[config.mk]
export PLATFORM = sky130hd
export DESIGN_NAME = stable_priority_queue_top
export DESIGN_NICKNAME = d
export VERILOG_FILES = /design/src/hw/rtl/spq_pkg.sv /design/src/hw/rtl/stable_priority_queue_top.sv /design/src/hw/rtl/spq_cell.sv
export SDC_FILE = /design/constraint.sdc
export NUM_CORES = 2
export LEC_CHECK = 0
export ABC_AREA = 1
export BUFFER_PORTS_ARGS = -buffer_cell sky130_fd_sc_hd__buf_2
export CAP_MARGIN = 0
export CORE_MARGIN = 3
export CORE_UTILIZATION = 50
export DETAILED_ROUTE_END_ITERATION = 8
export GPL_ROUTABILITY_DRIVEN = 1
export PLACE_DENSITY = 0.7
export SYNTH_ARGS = -nofsm -noshare
export SYNTH_HDL_FRONTEND = slang
export SYNTH_SLANG_ARGS = --single-unit
[constraint.sdc]
create_clock -name clk_i -period 9.8 [get_ports clk_i]
set_input_delay 0.98 -clock clk_i [delete_from_list [all_inputs] [get_ports clk_i]]
set_output_delay 0.98 -clock clk_i [all_outputs]
set_load 0.03 [all_outputs]
[src/hw/rtl/spq_pkg.sv]
// ----------------------------------------------------------------------------
// Stable priority queue package
// Shared sizes, codes and types for the sorted-cell priority queue.
// ----------------------------------------------------------------------------
package spq_pkg;

  localparam int unsigned QUEUE_DEPTH = 16;
  localparam int unsigned CNT_W       = $clog2(QUEUE_DEPTH + 1);
  localparam int unsigned PRIO_W      = 32;
  localparam int unsigned DATA_W      = 32;
  localparam int unsigned OCC_W       = 5;

  localparam int unsigned IN_TDATA_W  = PRIO_W + DATA_W;
  localparam int unsigned OUT_FIELD_W = PRIO_W + DATA_W + OCC_W;
  localparam int unsigned OUT_TDATA_W = ((OUT_FIELD_W + 7) / 8) * 8;

  typedef enum logic {
    OP_ENQ = 1'b0,
    OP_DEQ = 1'b1
  } op_e;

  typedef enum logic [1:0] {
    ST_ENQ   = 2'd0,
    ST_DEQ   = 2'd1,
    ST_EMPTY = 2'd2,
    ST_FULL  = 2'd3
  } status_e;

  typedef struct packed {
    logic [PRIO_W-1:0] prio;
    logic [DATA_W-1:0] payload;
  } entry_t;

  // Command broadcast to every cell in the same cycle.
  typedef struct packed {
    logic   enq;
    logic   deq;
    entry_t item;
  } cmd_t;

endpackage

[src/hw/rtl/stable_priority_queue_top.sv]
// ----------------------------------------------------------------------------
// Stable priority queue top level
// Sorted row of cells; equal priorities leave in arrival order.
// ----------------------------------------------------------------------------
// An accepted request's result is loaded into the output register in the next
// cycle. Throughput: one request per cycle while m_axis_tready is high; the
// output register lets a new request enter while the previous result drains,
// but a held result stalls input. Reset empties the queue at once and clears
// the output valid; entry storage is not cleared.
module stable_priority_queue_top
  import spq_pkg::*;
(
  input  logic                   clk_i,
  input  logic                   rst_ni,
  input  logic                   s_axis_tvalid,
  output logic                   s_axis_tready,
  input  logic [IN_TDATA_W-1:0]  s_axis_tdata,   // priority_req[31:0], payload[63:32]
  input  logic                   s_axis_tuser,   // operation[0]
  output logic                   m_axis_tvalid,
  input  logic                   m_axis_tready,
  output logic [OUT_TDATA_W-1:0] m_axis_tdata,   // out_priority[31:0], out_payload[63:32],
                                                 // occupancy[68:64], zero fill above
  output logic [1:0]             m_axis_tuser    // status[1:0]
);

  logic             accept;
  logic             full, empty;
  cmd_t             cmd;
  logic [CNT_W-1:0] count_q, count_d;

  logic             out_valid_q;
  status_e          status_q, status_d;
  entry_t           out_entry_q, out_entry_d;

  logic   [QUEUE_DEPTH-1:0] le;
  entry_t                   cell_entry [QUEUE_DEPTH];

  assign s_axis_tready = !out_valid_q || m_axis_tready;
  assign accept        = s_axis_tvalid && s_axis_tready;
  assign full          = (count_q == CNT_W'(QUEUE_DEPTH));
  assign empty         = (count_q == '0);

  assign cmd.item.prio    = s_axis_tdata[PRIO_W-1:0];
  assign cmd.item.payload = s_axis_tdata[IN_TDATA_W-1:PRIO_W];
  assign cmd.enq          = accept && (op_e'(s_axis_tuser) == OP_ENQ) && !full;
  assign cmd.deq          = accept && (op_e'(s_axis_tuser) == OP_DEQ) && !empty;

  for (genvar g = 0; g < QUEUE_DEPTH; g++) begin : g_cell
    logic   left_le;
    entry_t left_entry, right_entry;

    if (g == 0) begin : g_head
      assign left_le    = 1'b1;
      assign left_entry = cmd.item;
    end else begin : g_body
      assign left_le    = le[g-1];
      assign left_entry = cell_entry[g-1];
    end

    if (g == QUEUE_DEPTH - 1) begin : g_tail
      assign right_entry = cell_entry[g];
    end else begin : g_inner
      assign right_entry = cell_entry[g+1];
    end

    spq_cell u_cell (
      .clk_i         (clk_i),
      .valid_i       (CNT_W'(g) < count_q),
      .cmd_i         (cmd),
      .left_le_i     (left_le),
      .left_entry_i  (left_entry),
      .right_entry_i (right_entry),
      .le_o          (le[g]),
      .entry_o       (cell_entry[g])
    );
  end

  always_comb begin
    count_d     = count_q;
    status_d    = status_q;
    out_entry_d = out_entry_q;
    if (accept) begin
      out_entry_d = '0;
      if (op_e'(s_axis_tuser) == OP_ENQ) begin
        if (full) begin
          status_d = ST_FULL;
        end else begin
          status_d = ST_ENQ;
          count_d  = count_q + CNT_W'(1);
        end
      end else begin
        if (empty) begin
          status_d = ST_EMPTY;
        end else begin
          status_d    = ST_DEQ;
          out_entry_d = cell_entry[0];
          count_d     = count_q - CNT_W'(1);
        end
      end
    end
  end

  always_ff @(posedge clk_i or negedge rst_ni) begin
    if (!rst_ni) begin
      count_q     <= '0;
      out_valid_q <= 1'b0;
    end else begin
      count_q <= count_d;
      if (accept) begin
        out_valid_q <= 1'b1;
      end else if (m_axis_tready) begin
        out_valid_q <= 1'b0;
      end
    end
  end

  // Result payload; the occupancy shown is the count after the request.
  logic [CNT_W-1:0] occ_q;

  always_ff @(posedge clk_i) begin
    status_q    <= status_d;
    out_entry_q <= out_entry_d;
    if (accept) begin
      occ_q <= count_d;
    end
  end

  assign m_axis_tvalid = out_valid_q;
  assign m_axis_tuser  = status_q;
  assign m_axis_tdata  = OUT_TDATA_W'({OCC_W'(occ_q), out_entry_q.payload,
                                       out_entry_q.prio});

endmodule

[src/hw/rtl/spq_cell.sv]
// ----------------------------------------------------------------------------
// Priority queue cell
// Holds one entry; on an insert it keeps, takes the new entry or takes its
// left neighbor, and on a removal it takes its right neighbor.
// ----------------------------------------------------------------------------
module spq_cell
  import spq_pkg::*;
(
  input  logic   clk_i,
  input  logic   valid_i,        // this cell lies below the fill level
  input  cmd_t   cmd_i,
  input  logic   left_le_i,      // left neighbor stays put on an insert
  input  entry_t left_entry_i,
  input  entry_t right_entry_i,
  output logic   le_o,
  output entry_t entry_o
);

  entry_t entry_q, entry_d;

  // A valid entry with priority not above the new one stays ahead of it.
  assign le_o    = valid_i && (entry_q.prio <= cmd_i.item.prio);
  assign entry_o = entry_q;

  always_comb begin
    entry_d = entry_q;
    if (cmd_i.enq) begin
      if (!le_o) begin
        if (left_le_i) begin
          entry_d = cmd_i.item;
        end else begin
          entry_d = left_entry_i;
        end
      end
    end else if (cmd_i.deq) begin
      entry_d = right_entry_i;
    end
  end

  always_ff @(posedge clk_i) begin
    entry_q <= entry_d;
  end

endmodule
### Word-level counts from Yosys, hierarchy flattened

Index checks and enable logic that the tools add are counted.

* bitwise logic cells: 2
* add/sub/neg operators: 2
* equality and inequality tests: 16
* muxes and demuxes: 69
* reduce and logical (&&, ||, !) cells: 45
* order comparisons: 32

Operator list (count)
* 64-bit two-way mux: 60
* 32-bit <= comparator: 16
* 4-bit by 5-bit < comparator with 1-bit output, first input constant: 8
* 2-bit AND reduction: 16
* 2-bit inequality test, second input constant: 15
* 1-bit logical AND: 21
* 3-bit by 5-bit < comparator with 1-bit output, first input constant: 4
* 5-bit two-way mux: 4
* 1-bit by 5-bit < comparator with 1-bit output, first input constant: 2
* 2-bit by 5-bit < comparator with 1-bit output, first input constant: 2
* 2-bit two-way mux: 3
* 5-bit by 1-bit adder with 5-bit output, second input constant: 1
* 5-bit equality test, second input constant: 1
* 5-bit logical NOT: 1
* 5-bit by 1-bit subtractor with 5-bit output, second input constant: 1
* 2-bit nonzero test: 2
* 1-bit logical NOT: 3
* 1-bit two-way mux: 2
* 1-bit NOT: 2
* 2-bit OR reduction: 1
* 1-bit logical OR: 1

* output and inout port bits: 76
* word-level logic and storage cells: 204
* register bits after elaboration: 1101

### Depth between registers and ports, before layout

* depth in word-level cells: 7
* mapped depth: 21
* depth with buffers taken out: 19

### Modules after synthesis

From an unflattened synthesis, not the netlist that was laid out.

* cells, all modules: 8290
* area total of the unflattened synthesis: 68211.7 sq um

Modules (own cells, without submodules)
* spq_cell: sequential area each 1921.8 sq um, area an instance 4052.6 sq um, cells an instance 498, instances 16
* stable_priority_queue_top: sequential area each 2282.2 sq um, area an instance 3369.5 sq um, cells an instance 322, instances 1

### Worst setup path before layout

OpenSTA, ideal clock, no wires.

* kind: in2reg
* from: input port s_axis_tdata[27]
* to: register g_cell[15].u_cell.entry_q (netlist bit g_cell[15].u_cell.entry_o[0]), enable pin
* setup slack: 3943 ps
* setup time: 507 ps
* data arrival time: 5349 ps
* stages on the path: 10
* required time: 9293 ps
* path buffers: 0
* cells stage by stage: inv_1 > ha_1 > nand2_1 > nor2_1 > nand2_1 > nor4b_1 > nand2_1 > nand3_1 > nand2_1 > a21oi_1

* longest elaborated chain between the ends: 4

Ends and longest elaborated chain
* start: declaration: RTL line stable_priority_queue_top.sv:17 `input logic [IN_TDATA_W-1:0] s_axis_tdata,`
* 32-bit <= comparator: RTL line spq_cell.sv:22 `assign le_o = valid_i && (entry_q.prio <= cmd_i.item.prio);`
* 1-bit logical AND: RTL line spq_cell.sv:22
* 1-bit NOT (no source line)
* 2-bit AND reduction (no source line)
* end signal: assignment: RTL line spq_cell.sv:41 `entry_q <= entry_d;`
* end: declaration: RTL line spq_cell.sv:19 `entry_t entry_q, entry_d;`

No other way between the ends.
A chain may end at the register's enable or synchronous reset.

### Final worst setup path

* from: register count_q[0]
* to: register g_cell[9].u_cell.entry_q (netlist bit g_cell[9].u_cell.entry_o[36]), enable pin

* longest elaborated chain between the ends: 5
* elaborated cells on any way between the ends: 11
* classes of those cells: 1 x order compare; 2 x eq/ne; 8 x reduce/logical

Ends and longest elaborated chain
* start: declaration: RTL line stable_priority_queue_top.sv:29 `logic [CNT_W-1:0] count_q, count_d;`
* start signal: assignment: RTL line stable_priority_queue_top.sv:108 `count_q <= count_d;`
* parallel branches: the longest is 4 deep, another holds 4-bit by 5-bit < comparator with 1-bit output
* 2-bit AND reduction (no source line) (*)
* end signal: assignment: RTL line spq_cell.sv:41
* end: declaration: RTL line spq_cell.sv:19

Every way passes the cells marked *.

==> summary.txt <==
run status: finished, final reports clean
PortBufs: 141
First-pass DRT Iterations: 8
endpoints failing setup: 0
post-CTS sizing: 0
vias in the first global route: 57,009
Post-CTS Setup Inserts: 0
largest family of logic cells by synthesized area: simple AND/OR/NAND/NOR gates
synthesized area per cell: 7.58 sq um
top-area cell type share of the netlist area: 0.473
leak pwr: 42.9 nW
area share of xor/xnor cells in the synthesized design: 0.000504
Yosys cell types: 36
Initial Util: 0.505
DRT antenna net count: 0
yosys warns: 0
Area growth syn-to-layout: 8.49%
Clock Skew: 0.0500 ns
Final Cycle Share: 0.542
routed wire length: 231,000 um
share of cells above drive strength 1: 0.0510
multiplexer share of the synthesized area: 0
final worst setup slack: 4.49 ns
CTS Buf Count: 132
Pwr Density: 263 nW/um^2
Primary FF master, synth: edfxtp_1
Clock Sinks: 1,101
post-synth top area cell: edfxtp_1
fin crit period: 5.31 ns
Hold WC Path Type: primary input to asynchronous set/reset pin
DRC: 0
initial antenna violation count: 3
crit path DAT: 5.70 ns
CP endpoint kind: flip-flop
global route overflow: 0
R2R cell count: 12
CTS tree: yes
Hold Buf Count CTS: 0
die height: 379 um
Reg area: 33,000 sq um
first-pass GRT wire length: 343,000 um
Synth area leaders: edfxtp_1 (47%), nand2_1 (29%), ha_1 (9.3%)
vias per cell: 5.50
maximum clock path buffer count: 3
Synth Area in Adders: 0.0928
area fraction in compound gates after synthesis: 0.0287
row count: 136
register area share after synthesis: 0.476
Worst VDD drop: 0.000246 V
RSZ-0062 raised after global routing: no
# IOs: 145
Achievable Freq: 188 MHz
Routed WL per cell: 21.0 um
core area: 138,000 sq um
max-cap violations: 0
area taken by multi-input logic gates: 30,500 sq um
total number of vias: 60,511
Worst Path Class, Setup: flip-flop to flip-flop
Worst-path clk slew: 0.06 ns
H-Tree Depth: 4
HPWL Detailed: 142,000 um
fin. max-slew vios: 0
Synth Register Bits: 1,101
slew margin rel.: 0.119
worst-path fanout max: 55
Worst-Margin Slew: 1.32 ns
WP data required: 10.20 ns
worst slack, placed: 3.99 ns
Total Nets Final: 9,696
Post-Syn Instances: 9,163
DRT iter0 DRCs: 7,479
final hold violations: 0
gpl congestion: 0.958
clock latency on the worst-skew pair: 0.80 ns
EDFF count, synth: 1,095
filler cell count: 12,683
simple-gate share of the synthesized area: 0.312
die width: 379 um
die footprint: 143,000 sq um
all-layer global routing usage: 0.316
setup_tns: 0 ns
ys async rst share: 0.00545
largest net degree at the start of global routing: 207
CTS root buf: clkbuf_16
mapped cell area: 69,500 sq um
CP startpoint kind: flip-flop
==> cells by family (layout without fill, tap and decap cells) <==
| logic type | after synthesis | after routing |
|---|---|---|
| buffers and inverters | 1473 | 1518 |
| other | 1 | 4 |
| adders and majority gates | 515 | 515 |
| and+or+nand+nor | 5693 | 5693 |
| xor gates and xnor gates | 4 | 4 |
| AOI/OAI and AO/OA | 376 | 376 |
| DFF | 1101 | 1101 |
==> cell usage after synthesis, drive strengths merged (14+ instances only) <==
master and number:
a21o 21, a21oi 219, buf 333, clkbuf 75, edfxtp 1095, ha 515, inv 1063, nand2 5297
nand3 111, nand4 38, nor2 236, o21a 14, o21ai 114
==> layer usage <==
| layer | wire length [um] | vias up | track usage |
|---|---|---|---|
| li1 | - | 28337 | - |
| met1 | 89800 | 27985 | 0.422 |
| met2 | 103000 | 3532 | 0.498 |
| met3 | 26400 | 657 | 0.0570 |
| met4 | 11800 | 0 | 0.152 |
| met5 | 0 | - | 0 |
==> state kept, by name, summed over array words and instances, names as in the netlist <==
name                   cells
g_cell.u_cell.entry_o   1024
m_axis_tdata              64
count_q                    5
occ_q                      5
m_axis_tuser               2
m_axis_tvalid              1
==> power breakdown <==
group	leakage, nW	total (mW)	internal, mW	switching, mW
Sequential	10.4	7.58	6.85	0.722
Combinational	30.4	7.26	1.91	5.35
Clock	2.05	4.96	2.83	2.13
==> cell usage in the layout (no fill, tap or decap), types with 38 or more instances in the layout <==
cell type     n
edfxtp_1   1095
nor2_1      232
nand2_1    5248
o21ai_0     114
a21oi_1     218
inv_1      1058
nand4_1      38
nand3_1     111
buf_2       141
clkbuf_16   134
nand2_4      44
ha_1        515
buf_4        80
==> area by class of cell <==
cell class	count	share of cell area
clock buffers	160	0.0458
inverters	1065	0.0533
flip-flops and latches	1101	0.438
repair buffers	221	0.0173
diodes	1	0.0000332
clock inverters	72	0.0109
multi-input cells	6591	0.405
well taps	1794	0.0298
==> per-stage QoR <==
step                      instance area (sq um)  power, mW  hold slack (ns)  instances  utilization
final                                     75400       19.8           0.0493      11005        0.547
after global routing                      75400       20.8           0.0254      11005        0.547
after CTS                                 75400       19.6           0.0215      11004        0.547
after detailed placement                  71100       14.7            0.503      10772        0.516
after global placement                    71100       14.5            0.497      10772        0.516
after floorplan                           69500       12.1            0.494       9165            -
==> worst paths after layout <==
path | endpoint | start | slack [ns]
setup reg to reg | g_cell[9].u_cell.entry_o[36] | count_q[0] | 4.49
hold / removal | m_axis_tvalid | rst_ni | 0.05
min in group clk_i | m_axis_tvalid | m_axis_tready | 0.46
hold reg to reg | g_cell[14].u_cell.entry_o[17] | g_cell[15].u_cell.entry_o[17] | 0.51
setup / recovery | g_cell[9].u_cell.entry_o[36] | count_q[0] | 4.49
max in group asynchronous | count_q[4] | rst_ni | 9.53
==> worst max-delay path, stage by stage, from the launching register on <==
cell,delay (ns)
dfrtp_1,0.47
clkinv_1,0.29
ha_1,0.32
nand2_2,0.11
nor2_4,0.05
inv_2,0.08
nor2_4,0.04
nor2_4,0.08
buf_4,0.55
buf_4,0.89
nand2_4,0.53
nand2_4,0.73
buf_4,0.66
(Power assumes the default switching activity.)
